==> config.mk <==
export PLATFORM = sky130hd
export DESIGN_NAME = qkv_lane
export DESIGN_NICKNAME = d
export VERILOG_FILES = /design/src/rtl/core/qkv_pkg.sv /design/src/rtl/core/qkv_lane.sv
export SDC_FILE = /design/constraint.sdc
export NUM_CORES = 2
export LEC_CHECK = 0
export BUFFER_PORTS_ARGS = -buffer_cell sky130_fd_sc_hd__buf_4
export CORE_UTILIZATION = 50
export CTS_CLUSTER_DIAMETER = 120
export DETAILED_ROUTE_END_ITERATION = 16
export GPL_ROUTABILITY_DRIVEN = 0
export PLACE_DENSITY_LB_ADDON = 0.1
export SLEW_MARGIN = 20
export SYNTH_ARGS = -nofsm -noshare
export SYNTH_HDL_FRONTEND = slang
export SYNTH_SLANG_ARGS = --single-unit
==> constraint.sdc <==
create_clock -name clk -period 18.3 [get_ports clk]
set_clock_uncertainty 0.1 [all_clocks]
set_input_delay 1.83 -clock clk [delete_from_list [all_inputs] [get_ports clk]]
set_output_delay 1.83 -clock clk [all_outputs]
set_load 0.01 [all_outputs]
==> src/rtl/core/qkv_pkg.sv <==
`timescale 1ns / 1ps

package qkv_pkg;

    localparam int DATA_W   = 16;
    localparam int FEATURES = 5;
    localparam int NPROJ    = 3;
    localparam int PROJ_W   = 2;

    localparam logic [PROJ_W-1:0] PROJ_KEY   = 2'd0;
    localparam logic [PROJ_W-1:0] PROJ_QUERY = 2'd1;
    localparam logic [PROJ_W-1:0] PROJ_VALUE = 2'd2;

    typedef struct packed {
        logic signed [DATA_W-1:0] x0;
        logic signed [DATA_W-1:0] x1;
        logic signed [DATA_W-1:0] x2;
        logic signed [DATA_W-1:0] x3;
        logic signed [DATA_W-1:0] x4;
    } row_t;

    typedef struct packed {
        logic [PROJ_W-1:0]        projection;
        logic signed [DATA_W-1:0] y0;
        logic signed [DATA_W-1:0] y1;
        logic signed [DATA_W-1:0] y2;
        logic signed [DATA_W-1:0] y3;
        logic signed [DATA_W-1:0] y4;
        logic                     last;
    } result_t;

    typedef struct packed {
        logic              s1_load;
        logic              s2_load;
        logic [PROJ_W-1:0] proj;
        logic [PROJ_W-1:0] s1_proj;
    } lane_ctl_t;

    // weights in tenths: [projection][feature][column]
    localparam int WT_TENTHS [NPROJ][FEATURES][FEATURES] = '{
        '{'{1, 2, 3, 4, 5}, '{5, 4, 3, 2, 1}, '{6, 7, 8, 9, 10},
          '{10, 9, 8, 7, 6}, '{9, 8, 7, 6, 5}},
        '{'{2, 3, 4, 5, 6}, '{6, 5, 4, 3, 2}, '{7, 8, 9, 10, 11},
          '{11, 10, 9, 8, 7}, '{10, 9, 8, 7, 6}},
        '{'{3, 4, 5, 6, 7}, '{7, 6, 5, 4, 3}, '{8, 9, 10, 11, 12},
          '{12, 11, 10, 9, 8}, '{11, 10, 9, 8, 7}}
    };

    localparam int BIAS_TENTHS [NPROJ][FEATURES] = '{
        '{1, 2, 3, 4, 5},
        '{2, 3, 4, 5, 6},
        '{3, 4, 5, 6, 7}
    };

    // tenths to fixed point, halves rounded up
    function automatic int tenths_fixed(input int tenths, input int frac_bits);
        int scaled;
        scaled = tenths << frac_bits;
        return (scaled + 5) / 10;
    endfunction

endpackage

==> src/rtl/core/qkv_lane.sv <==
`timescale 1ns / 1ps

module qkv_lane #(
    parameter int FRAC_BITS = 12,
    parameter int COL       = 0
) (
    input  logic                              clk,
    input  qkv_pkg::row_t                     row,
    input  qkv_pkg::lane_ctl_t                ctl,
    output logic signed [qkv_pkg::DATA_W-1:0] y
);
    import qkv_pkg::*;

    localparam int W_W    = FRAC_BITS + 2;
    localparam int PROD_W = DATA_W + W_W;
    localparam int PSUM_W = PROD_W + 1;
    localparam int ACC_W  = PROD_W + 3;
    localparam int RND_W  = ACC_W + 1;
    localparam logic signed [RND_W-1:0] HALF = RND_W'(1) << (FRAC_BITS - 1);

    logic signed [W_W-1:0]    w_tab [NPROJ][FEATURES];
    logic signed [ACC_W-1:0]  b_tab [NPROJ];
    logic signed [DATA_W-1:0] xv    [FEATURES];
    logic signed [PROD_W-1:0] mul   [FEATURES];
    logic signed [PROD_W-1:0] prod_reg [FEATURES];
    logic signed [PSUM_W-1:0] p01_reg;
    logic signed [PSUM_W-1:0] p23_reg;
    logic signed [ACC_W-1:0]  p4b_reg;
    logic signed [ACC_W-1:0]  total;
    logic signed [RND_W-1:0]  rnd;
    logic signed [RND_W-1:0]  sh;

    for (genvar gp = 0; gp < NPROJ; gp++) begin : g_proj
        assign b_tab[gp] = ACC_W'(tenths_fixed(BIAS_TENTHS[gp][COL], FRAC_BITS)
                                  * (1 << FRAC_BITS));
        for (genvar gk = 0; gk < FEATURES; gk++) begin : g_feat
            assign w_tab[gp][gk] = W_W'(tenths_fixed(WT_TENTHS[gp][gk][COL], FRAC_BITS));
        end
    end

    assign xv[0] = row.x0;
    assign xv[1] = row.x1;
    assign xv[2] = row.x2;
    assign xv[3] = row.x3;
    assign xv[4] = row.x4;

    for (genvar gk = 0; gk < FEATURES; gk++) begin : g_mul
        assign mul[gk] = xv[gk] * w_tab[ctl.proj][gk];
    end

    always_ff @(posedge clk)
    begin
        if (ctl.s1_load)
        begin
            for (int k = 0; k < FEATURES; k++)
            begin
                prod_reg[k] <= mul[k];
            end
        end
        if (ctl.s2_load)
        begin
            p01_reg <= PSUM_W'(prod_reg[0]) + PSUM_W'(prod_reg[1]);
            p23_reg <= PSUM_W'(prod_reg[2]) + PSUM_W'(prod_reg[3]);
            p4b_reg <= ACC_W'(prod_reg[4]) + b_tab[ctl.s1_proj];
        end
    end

    always_comb
    begin
        total = ACC_W'(p01_reg) + ACC_W'(p23_reg) + p4b_reg;
        rnd   = RND_W'(total) + HALF;
        sh    = rnd >>> FRAC_BITS;
        if (!sh[RND_W-1] && (|sh[RND_W-2:DATA_W-1]))
        begin
            y = 16'sh7FFF;
        end
        else if (sh[RND_W-1] && !(&sh[RND_W-2:DATA_W-1]))
        begin
            y = -16'sh8000;
        end
        else
        begin
            y = sh[DATA_W-1:0];
        end
    end

endmodule

==> impl_metrics.csv <==
group,metric,value,unit
critical_path,start_kind,"input port",
placement,portBuffers,102,
sta,worstMarginPinSlew,0.8549,ns
run_status,outcome,"finished, final reports clean",
clocking,cts_root_buf,"clkbuf_16",
die,ios,103,
drt,wl,102500,um
clocking,clk_latency,0.56,ns
clocking,clock-sinks,243,
grt,grt_usage,0.2268,
clocking,clkTransAtPathRegs,0.07,ns
layout,largest_register_ffs,149,
critical_path,crit_required,18.51,ns
logic_synthesis,syn_nets,6120,
logic_synthesis,yosysWarnings,0,
die,dieArea,93670,um^2
flow_run,drv_cap,0,
grt,first_global_vias,31140,
clocking,htree_levels,1,
die,core,91660,um^2
sta,fmax,98.86,MHz
grt,overflow,0,
placement,placed_area,48300,um^2
sta,finalSetupTns,0,ns
critical_path,worst_setup_path_end_kind,"flip-flop",
drt,vias_per_cell,5.103,
drt,dr.pass1.iters,5,
logic_synthesis,synthArstFlopShare,0,
sta,setup_viol,0,
worst_hold_path,hold_class,"flip-flop to flip-flop",
clocking,post_cts.repair.setup_buffers,0,
logic_synthesis,synth_cell_types,89,
clocking,cts_resized,0,
sta,finalCritPeriodShare,0.5528,
logic_synthesis,synth_ff_type,"edfxtp_1",
clocking,cts_tree,"built",
die,die_x,306.1,um
die,rows,111,
logic_synthesis,syn_area,46230,um^2
die,start_util,0.5043,
logic_synthesis,seq_area_frac_synth,0.1579,
drt,detail_route.wl_per_cell,17.42,um
sta,fin_crit,10.12,ns
logic_synthesis,netlist_instances,4596,
layout,area.growth.synth_to_final,6.645,%
logic_synthesis,syn_avg_cell_area,10.06,um^2
critical_path,arrival,10.32,ns
clocking,cts_hold_buf,0,
drt,drc,0,
layout,nets,6200,
layout,fin_area,49300,um^2
drt,initialDrtViolationCount,1626,
sta,slew_headroom,0.4301,
critical_path,cp_max_fo,52,
layout,drive_gt1_frac,0.04747,
grt,antenna_found_initial,2,
critical_path,path_class,"input port to flip-flop",
sta,rsz0062_at_grt,"false",
sta,maxSlewViolCount,0,
placement,dp_cells,5830,
drt,vias,30030,
layout,instances_no_fill,5885,
placement,dp_hpwl,89920,um
sta,hold_violations,0,
clocking,clock_path_buffers,3,
logic_synthesis,synth_seq_cells,243,
clocking,cts_made_buffers,30,
drt,ant_nets,0,
die,die_h,306.1,um
grt,grt_max_degree,72,
logic_synthesis,synth_edf_count,243,
grt,grt_pass1_wl,167200,um
-- synthesized netlist by cell type (5+ instances only) --
cell / number / area, um^2
nor3_1: 45 / 225.2
xor2_1: 60 / 525.5
a21boi_0: 7 / 52.55
nand4_1: 18 / 112.6
and3_1: 22 / 137.6
o211a_1: 5 / 50.05
edfxtp_1: 243 / 7297
nand3_1: 48 / 240.2
nor2b_1: 100 / 625.6
or2_2: 19 / 118.9
and2_1: 176 / 1101
nor2_1: 123 / 461.7
o21bai_1: 38 / 285.3
a211o_1: 7 / 61.31
or3_1: 18 / 112.6
clkbuf_1: 47 / 176.4
fa_1: 786 / 15740
nand2b_1: 26 / 162.7
a21o_1: 57 / 427.9
a211oi_1: 16 / 120.1
o21ai_0: 85 / 425.4
o31ai_1: 10 / 75.07
a41oi_1: 8 / 70.07
nand2_1: 225 / 844.6
ha_1: 651 / 8145
o21a_1: 33 / 247.7
o21ai_2: 11 / 96.34
xnor2_1: 194 / 1699
a31oi_1: 30 / 187.7
a31o_2: 7 / 61.31
inv_1: 1216 / 4564
buf_1: 7 / 26.28
and4_1: 5 / 43.79
a21oi_1: 159 / 795.8
-- cells by family (layout without fill, tap and decap cells) --
kind of cell / count (synthesis) / count (layout) / share of synthesized area
AO/OA/AOI/OAI: 528 / 528 / 0.07633
XOR/XNOR: 254 / 254 / 0.04813
adder cells (fa/ha/maj): 1438 / 1438 / 0.5168
buffers and inverters: 1281 / 1383 / 0.1048
flip-flops: 243 / 243 / 0.1579
multiplexers: 4 / 4 / 0.0009203
other: 0 / 1 / 0
AND/OR/NAND/NOR: 848 / 848 / 0.09514
-- stage by stage --
stage | util | hold slack [ns] | setup slack (ns)
final | 0.5378 | 0.3097 | 8.184
after global routing | 0.5378 | 0.3220 | 7.648
after CTS | 0.5378 | 0.3103 | 8.254
after detailed placement | 0.5269 | 0.3052 | 7.684
after global placement | 0.5269 | 0.3014 | 7.709
after floorplan | - | 0.3003 | 9.005
-- cells in the final DEF (no fill, tap or decap), types with 30 or more instances in the layout --
cell | synthesis | layout
ha_1 | 651 | 647
a21oi_1 | 159 | 159
nand3_1 | 48 | 48
o21bai_1 | 38 | 38
o21a_1 | 33 | 33
buf_4 | 4 | 112
a31oi_1 | 30 | 30
edfxtp_1 | 243 | 243
xor2_1 | 60 | 60
o21ai_0 | 85 | 85
and2_1 | 176 | 176
fa_1 | 786 | 786
nand2_1 | 225 | 225
clkbuf_16 | 0 | 31
nor2b_1 | 100 | 100
nor2_1 | 123 | 122
a21o_1 | 57 | 57
xnor2_1 | 194 | 194
nor3_1 | 45 | 45
inv_1 | 1216 | 1216
-- worst paths after layout --
kind,start,to,slack [ns],cells past startpoint
min,prod_reg[0][128],p4b_reg[8],0.31,0
min reg2reg,prod_reg[0][128],p4b_reg[8],0.31,0
max reg2reg,prod_reg[0][62],p23_reg[29],13.73,14
max,ctl[3],prod_reg[0][114],8.18,27
-- worst max-delay path, cell delays in order --
cell	delay, ns
buf_4	0.29
inv_1	0.47
ha_2	0.96
buf_4	0.65
and2_1	0.29
ha_1	0.16
inv_1	0.06
fa_1	0.52
inv_1	0.05
fa_1	0.49
inv_1	0.05
fa_1	0.52
inv_1	0.05
fa_1	0.48
inv_1	0.05
fa_1	0.47
inv_1	0.04
ha_1	0.30
a21oi_1	0.23
o21bai_1	0.16
a2111oi_0	0.63
o31ai_1	0.25
o31a_1	0.36
or4_1	0.51
a31oi_1	0.18
o21bai_1	0.09
xor2_1	0.14
-- final cells by class --
type / instances / area (um^2)
fillers: 8383 / 42370
inverters: 1216 / 4564
flip-flops and latches: 243 / 7297
clock buffers: 37 / 798.3
clock inverters: 17 / 192.7
multi-input cells: 3072 / 34110
repair buffers: 113 / 852.1
diodes: 1 / 2.502
well taps: 1186 / 1484
-- per-layer routing --
metal | track usage | up-vias | wire (um)
met3 | 0.02869 | 70 | 4819
met4 | 0.03779 | 0 | 1791
met5 | 0 | - | 0
li1 | - | 14620 | -
met2 | 0.3409 | 552 | 44080
met1 | 0.3535 | 14790 | 51820
Power is left out: the tool's default activity adds up to more than one toggle a clock period on the data nets, which glitch-free logic cannot reach.
