## src/rtl/core/qkv_pkg.sv

```systemverilog
`timescale 1ns / 1ps

package qkv_pkg;

    localparam int DATA_W   = 16;
    localparam int FEATURES = 5;
    localparam int NPROJ    = 3;
    localparam int PROJ_W   = 2;

    localparam logic [PROJ_W-1:0] PROJ_KEY   = 2'd0;
    localparam logic [PROJ_W-1:0] PROJ_QUERY = 2'd1;
    localparam logic [PROJ_W-1:0] PROJ_VALUE = 2'd2;

    typedef struct packed {
        logic signed [DATA_W-1:0] x0;
        logic signed [DATA_W-1:0] x1;
        logic signed [DATA_W-1:0] x2;
        logic signed [DATA_W-1:0] x3;
        logic signed [DATA_W-1:0] x4;
    } row_t;

    typedef struct packed {
        logic [PROJ_W-1:0]        projection;
        logic signed [DATA_W-1:0] y0;
        logic signed [DATA_W-1:0] y1;
        logic signed [DATA_W-1:0] y2;
        logic signed [DATA_W-1:0] y3;
        logic signed [DATA_W-1:0] y4;
        logic                     last;
    } result_t;

    typedef struct packed {
        logic              s1_load;
        logic              s2_load;
        logic [PROJ_W-1:0] proj;
        logic [PROJ_W-1:0] s1_proj;
    } lane_ctl_t;

    // weights in tenths: [projection][feature][column]
    localparam int WT_TENTHS [NPROJ][FEATURES][FEATURES] = '{
        '{'{1, 2, 3, 4, 5}, '{5, 4, 3, 2, 1}, '{6, 7, 8, 9, 10},
          '{10, 9, 8, 7, 6}, '{9, 8, 7, 6, 5}},
        '{'{2, 3, 4, 5, 6}, '{6, 5, 4, 3, 2}, '{7, 8, 9, 10, 11},
          '{11, 10, 9, 8, 7}, '{10, 9, 8, 7, 6}},
        '{'{3, 4, 5, 6, 7}, '{7, 6, 5, 4, 3}, '{8, 9, 10, 11, 12},
          '{12, 11, 10, 9, 8}, '{11, 10, 9, 8, 7}}
    };

    localparam int BIAS_TENTHS [NPROJ][FEATURES] = '{
        '{1, 2, 3, 4, 5},
        '{2, 3, 4, 5, 6},
        '{3, 4, 5, 6, 7}
    };

    // tenths to fixed point, halves rounded up
    function automatic int tenths_fixed(input int tenths, input int frac_bits);
        int scaled;
        scaled = tenths << frac_bits;
        return (scaled + 5) / 10;
    endfunction

endpackage

```

## src/rtl/core/qkv_merge.sv

```systemverilog
`timescale 1ns / 1ps

module qkv_merge (
    input  logic                              clk,
    input  logic                              rst_n,
    input  logic signed [qkv_pkg::DATA_W-1:0] y [qkv_pkg::FEATURES],
    input  logic [qkv_pkg::PROJ_W-1:0]        proj,
    input  logic                              load,
    input  logic                              result_ready,
    output logic                              result_valid,
    output qkv_pkg::result_t                  result
);
    import qkv_pkg::*;

    logic    valid_reg;
    result_t data_reg;

    always_ff @(posedge clk or negedge rst_n)
    begin
        if (!rst_n)
        begin
            valid_reg <= 1'b0;
        end
        else if (load)
        begin
            valid_reg <= 1'b1;
        end
        else if (result_ready)
        begin
            valid_reg <= 1'b0;
        end
    end

    always_ff @(posedge clk)
    begin
        if (load)
        begin
            data_reg.projection <= proj;
            data_reg.y0         <= y[0];
            data_reg.y1         <= y[1];
            data_reg.y2         <= y[2];
            data_reg.y3         <= y[3];
            data_reg.y4         <= y[4];
            data_reg.last       <= (proj == PROJ_VALUE);
        end
    end

    assign result_valid = valid_reg;
    assign result       = data_reg;

endmodule
```

## config.mk

```make
export PLATFORM = sky130hd
export DESIGN_NAME = qkv_merge
export DESIGN_NICKNAME = d
export VERILOG_FILES = /design/src/rtl/core/qkv_pkg.sv /design/src/rtl/core/qkv_merge.sv
export SDC_FILE = /design/constraint.sdc
export NUM_CORES = 1
export LEC_CHECK = 0
export ABC_CLOCK_PERIOD_IN_PS = 1400
export BUFFER_PORTS_ARGS = -buffer_cell sky130_fd_sc_hd__buf_4
export CORE_UTILIZATION = 31
export DETAILED_ROUTE_END_ITERATION = 12
export SKIP_CTS_REPAIR_TIMING = 1
export SLEW_MARGIN = 20
export SYNTH_ARGS = -nofsm -noshare
export SYNTH_HDL_FRONTEND = slang
export SYNTH_SLANG_ARGS = --single-unit
```

## constraint.sdc

```tcl
create_clock -name clk -period 1.4 [get_ports clk]
set_input_delay 0.28 -clock clk [delete_from_list [all_inputs] [get_ports clk]]
set_output_delay 0.28 -clock clk [all_outputs]
set_load 0.005 [all_outputs]
```

==> results of run 1 <==
==> cell type report <==
| class | count | area (sq um) | share of cell area (%) |
|---|---|---|---|
| Inverter | 1 | 3.75 | 0.0883 |
| Clock buffer | 9 | 124 | 2.91 |
| Timing Repair Buffer | 172 | 1320 | 31.0 |
| Tap cell | 102 | 128 | 3.00 |
| Clock inverter | 7 | 145 | 3.41 |
| Multi-Input combinational cell | 2 | 13.8 | 0.324 |
| Sequential cell | 84 | 2520 | 59.2 |
==> cell usage after synthesis <==
| cell type | number | share of area, % |
|---|---|---|
| inv_1 | 1 | 0.15 |
| nor2b_1 | 1 | 0.25 |
| dfrtp_1 | 1 | 0.99 |
| edfxtp_1 | 83 | 98 |
| a21o_1 | 1 | 0.30 |
==> power by group <==
part	internal, uW	switching [uW]
logic	378	182
registers	2980	52.0
clock network	1380	868
==> per-stage QoR <==
stage	instance area (sq um)	utilization, %	instances	power [uW]
2_1_floorplan	2530	-	87	3120
3_3_place_gp	3970	50.9	360	3650
3_5_place_dp	3970	50.9	360	3660
4_1_cts	4240	54.3	376	5910
5_1_grt	4250	54.4	377	6070
6_report	4250	54.4	377	5840
==> state kept, by name, indices dropped and copies added (netlist names) <==
name,cells
result,83
result_valid,1
==> kinds of logic after synthesis <==
kind of cell / synth area share [%]
simple gates: 0.247
compound gates: 0.296
buf+inv: 0.148
flops: 99.3
==> layer usage <==
metal,GRT usage (%),up-vias
met5,0,-
met4,7.42,0
met3,6.57,8
met2,21.9,104
met1,14.1,722
li1,-,713
==> worst max path at each step <==
stage	start	endpoint	depth (start not counted)	slack, ns
global route	result[72]$_DFFE_PP_	result[72]	1	0.18
detailed placement	load	result[7]$_DFFE_PP_	2	0.39
global placement	load	result[7]$_DFFE_PP_	2	0.39
CTS	result[55]$_DFFE_PP_	result[55]	1	0.21
finish	result[55]$_DFFE_PP_	result[55]	1	0.23
floorplan	result_valid$_DFFE_PN0P_	result_valid$_DFFE_PN0P_	1	0.75
==> metrics.md, run 1 <==
| Metric | Value |
|---|---|
| Nets@finish | between 300 and 400 |
| Max Freq | between 800 and 900 MHz |
| WL met2 | around 3000 um |
| Crit Path Max Fanout | 1 |
| Clock Skew | 0 ns |
| Share of layout cells above drive strength 1 | 68.0% |
| Endpoints failing hold | 0 |
| Routed via count | 1547 |
| Hold_ws | between 0.1 and 0.15 ns |
| Hold Crit Class | in -> reg |
| Chip height | a little over 90 um |
| Worst setup margin | approximately 0.23 ns |
| Worst R2R Setup Slack | approximately 0.75 ns |
| Fill cell count | 659 |
| R2R Path End | result_valid$_DFFE_PN0P_ |
| Hold path depth | 1 |
| CP max stage delay | 0.40 ns |
| DR vias/cell | 4.10 |
| FF+latch count, synth | 84 |
| M1 WL | slightly below 2000 um |
| Syn_nets | between 150 and 200 |
| Syn Area/Cell | about 30 sq um |
| Crit path DAT | about 0.9 ns |
| TritonRoute pass-1 iters | 4 |
| Synth Instances | a little under 90 |
| Fin Setup TNS | 0 ns |
| CP Capture Type | output pin |
| PD cells | between 1000 and 1500 mW/mm^2 |
| Crit-path cells | buf_4 |
| Antenna cells | 0 |
| Relative slew slack | between 80% and 90% |
| Critical Path Source Type | flip-flop |
| Port Buffers | ~170 |
| Worst-skew pair later-pin latency | approximately 0.34 ns |
| Htree depth | 3 |
| Hold wc startpoint | y[55] |
| Crit share post-route | a little over four fifths |
| Max-Cap Viols | 0 |
| Commonest non-fill, non-tap cells in the layout | buf_4 (169), edfxtp_1 (83), clkbuf_8 (9), bufinv_16 (4) |
| Worst Path Buf+Inv | 1 |
| Vias in the first global route | approximately 1500 |
| Slew of the pin with the lowest slew margin | 0.264 ns |
| Routed wire length per instance | ~15 um |
| Initial antenna violation count | 0 |
| Placer Congestion | around 0.7 |
| # setup viols final | 0 |
| Status | complete, no violations |
| Area growth syn-to-layout | 67.7% |
| Commonest non-fill, non-tap cell in the layout | buf_4 |
| Largest net degree at the start of global routing | 53 |
| FF-to-FF path depth | 1 |
| Gr ovfl total | 0 |
| Core Area | 0.00781 sq mm |
| First-pass GRT wire length | between 8000 and 9000 um |
| Routed wire length | between 5000 and 6000 um |
| Pleak | ~0.0018 uW |
| Clock sink count | 84 |
| CTS Buf Count | 9 |
| Worst slack, placed | 0.391 ns |
| Starting Density | 32.5% |
| TritonCTS clock tree | done |
| Netlist Area Pre-Place | roughly 0.0025 sq mm |
| Clk pin slew, worst setup/hold paths | 0.09 ns |
| R2R Path Start | result_valid$_DFFE_PN0P_ |
| Final max-slew violation count | 0 |
| Period minus WS final | 1.17 ns |
| Peak VDD IR | 0.446 mV |
| Drt drc | 0 |
| Die area | between 0.008 and 0.009 sq mm |
| Worst Hold End | result[56]$_DFFE_PP_ |
| Antenna Nets Post-Route | 0 |
| Ports | 170 |
| Highest metal used | met4 |
| CP max-delay cell | edfxtp_1 |
| Sequential fraction of the synthesis area | between 90% and 100% |
| Yosys warns | 0 |
| Met3 wire len | about 700 um |
| Path type of the worst setup path | reg -> out |
| Worst Path Required | between 1 and 1.5 ns |
| CTS Root Cell | clkbuf_8 |
| Die W | between 90 and 100 um |
| GRT Util Overall | between 10% and 20% |
| Std-Cell Rows | 32 |
| Cell variety after synth | 5 |
| Drt initial violations | 34 |
| RSZ-0062 raised after global routing | no |
| Clock Tree Buf Depth | 2 |
| CP delay by family, top | flip-flops |
Power figures use the tool's default switching activity.
==> run 2, diff against run 1 <==
--- a/config.mk
+++ b/config.mk
@@ -5,7 +5,8 @@
 export SDC_FILE = /design/constraint.sdc
 export NUM_CORES = 1
 export LEC_CHECK = 0
-export ABC_CLOCK_PERIOD_IN_PS = 1400
+export ABC_AREA = 1
+export ABC_CLOCK_PERIOD_IN_PS = 1140
 export BUFFER_PORTS_ARGS = -buffer_cell sky130_fd_sc_hd__buf_4
 export CORE_UTILIZATION = 31
 export DETAILED_ROUTE_END_ITERATION = 12
==> constraint.sdc (replaced) <==
create_clock -name clk -period 1.14 [get_ports clk]
set_input_delay 0.228 -clock clk [delete_from_list [all_inputs] [get_ports clk]]
set_output_delay 0.228 -clock clk [all_outputs]
set_load 0.005 [all_outputs]
==> run 2 against run 1 <==
  * First-iteration DRC count grew 53%
  * Clock power grew 2%
  * Sequential power grew 23%
  * Register-to-register slack lost 0.23 ns
  * Final cell count grew 1.1%
  * Critical path type unchanged
  * Critical endpoint is now result[62]
  * Largest cell class unchanged
==> metrics.md, run 2 <==
| Metric | Value |
|---|---|
| Worst R2R Setup Slack | 0.52 ns (-0.23 ns) |
| Final max-slew violation count | 0 (unchanged) |
| Crit path from | result[62]$_DFFE_PP_ |
| CTS Root Cell | clkbuf_8 |
| Sequential fraction of the synthesis area | 99.0% (-0.29 points) |
| Finished layout cell area | 0.00425 sq mm (-0.12%) |
| Clock Tree Buf Depth | 2 (unchanged) |
| Max FFs per register | 83 (unchanged) |
| FF+latch count, synth | 84 (unchanged) |
| Die area | 0.00857 sq mm (+0.29%) |
| Commonest cells post-synth | edfxtp_1 (83), inv_1 (3), nand2_1 (2), dfrtp_1 (1), nor2_2 (1) |
| Netlist Area Pre-Place | 0.00254 sq mm (+0.30%) |
| R2R Path Start | result_valid$_DFFE_PN0P_ |
| Yosys top cell by area | edfxtp_1 |
| Worst Path Required | 0.91 ns (-0.21 ns) |
| Post-synth EDFFs | 83 (unchanged) |
| Std-Cell Rows | 32 (unchanged) |
| TritonRoute pass-1 iters | 4 (unchanged) |
| Ys async rst share | 1.19% (unchanged) |
| FF-to-FF path depth | 2 (+1) |
| Initial antenna violation count | 0 (unchanged) |
| GRT Util Overall | 13.7% (+0.31 points) |
| Gr ovfl total | 0 (unchanged) |
| Worst slack, placed | 0.192 ns (-0.198 ns) |
| # setup viols final | 0 (unchanged) |
| Share of the synthesized area in the top cell type | 98.0% (-0.29 points) |
| Clk pin slew, worst setup/hold paths | 0.09 ns (about the same) |
| Largest net degree at the start of global routing | 40 (-25%) |
| Clock Skew | 0 ns (unchanged) |
| Drt drc | 0 (unchanged) |
| Critical Path Source Type | flip-flop |
| PD cells | 1590 mW/mm^2 (+16%) |
| Crit path DAT | 0.88 ns (about the same) |
| Slew of the pin with the lowest slew margin | 0.203 ns (-0.0612 ns) |
| Dpl cell area | 0.00399 sq mm (+0.38%) |
| Crit-path cells | buf_4 |
| Antenna cells | 0 (unchanged) |
| Status | complete, no violations |
| Cell variety after synth | 5 (unchanged) |
| R2R Path End | result_valid$_DFFE_PN0P_ |
| Routed wire length | 5750 um (+1.8%) |
| Synth Instances | 90 (+3.4%) |
| Syn_nets | 176 (+1.7%) |
| Chip height | 92.6 um (+0.15%) |
| Commonest non-fill, non-tap cell in the layout | buf_4 |
| Max Freq | approximately 900 MHz |
| Period minus WS final | ~1.1 ns |
| Peak VDD IR | 0.962 mV (+120%) |
| Syn Area/Cell | 28.2 sq um (-3.0%) |
| CP max stage delay | 0.39 ns (about the same) |
| Port Buffers | 169 (unchanged) |
| Drt initial violations | 52 (+53%) |
| DR vias/cell | 4.12 (+0.42%) |
| Fill cell count | 692 (+5.0%) |
| RSZ-0062 raised after global routing | yes |
| Share of layout cells above drive strength 1 | 67.7% (-0.26 points) |
| TritonCTS clock tree | done |
| Nets@finish | 360 (+1.1%) |
| Antenna Nets Post-Route | 0 (unchanged) |
| CP Capture Type | output pin |
| Pleak | 0.00181 uW (+0.22%) |
| Yosys warns | 0 (unchanged) |
| Worst Path Buf+Inv | 1 (unchanged) |
| CP max-delay cell | edfxtp_1 |
| Routed wire length per instance | 15.1 um (+0.77%) |
| CTS Buf Count | 9 (unchanged) |
| Clock sink count | 84 (unchanged) |
| Core Area | 0.00785 sq mm (+0.51%) |
| Crit share post-route | between 90% and 100% |
| Power Total | 6750 uW (+16%) |
| CP delay by family, top | flip-flops |
| First-pass GRT wire length | 8380 um (+3.7%) |
| Max-Cap Viols | 0 (unchanged) |
| Worst setup endpoint | result[62] |
| Largest cells by area after synthesis | edfxtp_1 (98%), dfrtp_1 (0.98%), inv_1 (0.44%) |
| Area growth syn-to-layout | 67.0% |
| Endpoints failing hold | 0 (unchanged) |
| Crit Path Max Fanout | 1 (unchanged) |
| Vias in the first global route | 1699 (+13%) |
| Worst-skew pair later-pin latency | 0.34 ns (about the same) |
| Placer Congestion | 0.685 (-0.10%) |
| Ys flop type | edfxtp_1 |
| Commonest non-fill, non-tap cells in the layout | buf_4 (163), edfxtp_1 (83), clkbuf_8 (9), buf_6 (7), inv_1 (3) |
| Top-count cell post-synth | edfxtp_1 |
| Die W | 92.6 um (+0.15%) |
| Hold Crit Class | in -> reg |
| Starting Density | 32.4% (-0.070 points) |
| Ports | 170 (unchanged) |
| Worst setup margin | 0.0275 ns (-0.200 ns) |
| Relative slew slack | 86.5% (+4.1 points) |
| Routed via count | 1570 (+1.5%) |
| Cell count along the critical path | 1 (unchanged) |
| Htree depth | 3 (unchanged) |
| Path type of the worst setup path | reg -> out |
-- run 2: worst min-delay path by stage --
stage | startpoint | to | cells after the start
after global placement | rst_n | result_valid$_DFFE_PN0P_ | 1
after detailed placement | rst_n | result_valid$_DFFE_PN0P_ | 1
after floorplan | rst_n | result_valid$_DFFE_PN0P_ | 0
final | y[8] | result[9]$_DFFE_PP_ | 1
after global routing | y[77] | result[78]$_DFFE_PP_ | 1
after CTS | rst_n | result_valid$_DFFE_PN0P_ | 1
-- run 2: final cells by class --
type,instances,area (sq um),area share [%]
clock buffers,9,124,2.92
clock inverters,7,98.8,2.33
inverters,3,11.3,0.265
multi-input cells,3,13.8,0.324
flip-flops and latches,84,2520,59.3
well taps,102,128,3.01
repair buffers,173,1350,31.9
-- run 2: cells by family (layout without fill, tap and decap cells) --
family | Yosys count | in the layout | share of synthesized area [%]
flops | 84 | 84 | 99.0
simple gates | 3 | 3 | 0.542
buf+inv | 3 | 192 | 0.443
-- run 2: routing by layer --
metal  GRT usage, %  part of all wire [%]
met5              0                     0
met4           7.42                   1.5
met2           22.2                    51
met3           8.62                    14
met1           13.3                    33
-- run 2: metrics by stage --
step / setup TNS (ns) / hold slack, ns / utilization [%] / cells
final: 0 / 0.0532 / 54.1 / 381
after global routing: -0.135 / 0.0261 / 54.1 / 381
after CTS: -0.00448 / -0.385 / 53.6 / 380
after detailed placement: 0 / 0.00493 / 50.8 / 364
after global placement: 0 / 0.00398 / 50.8 / 364
after floorplan: 0 / -0.0676 / - / 90
-- run 2: worst reg2reg max path: stages, from the launching register on --
cell,delay (ns)
dfrtp_1,0.39
nand2_1,0.07
nand2_1,0.05
-- run 2: power breakdown --
part | switching [uW] | total [uW] | internal, uW
combinational | 236 | 714 | 478
clock | 1050 | 2300 | 1250
sequential | 69.8 | 3730 | 3660
total | 1360 | 6750 | 5390
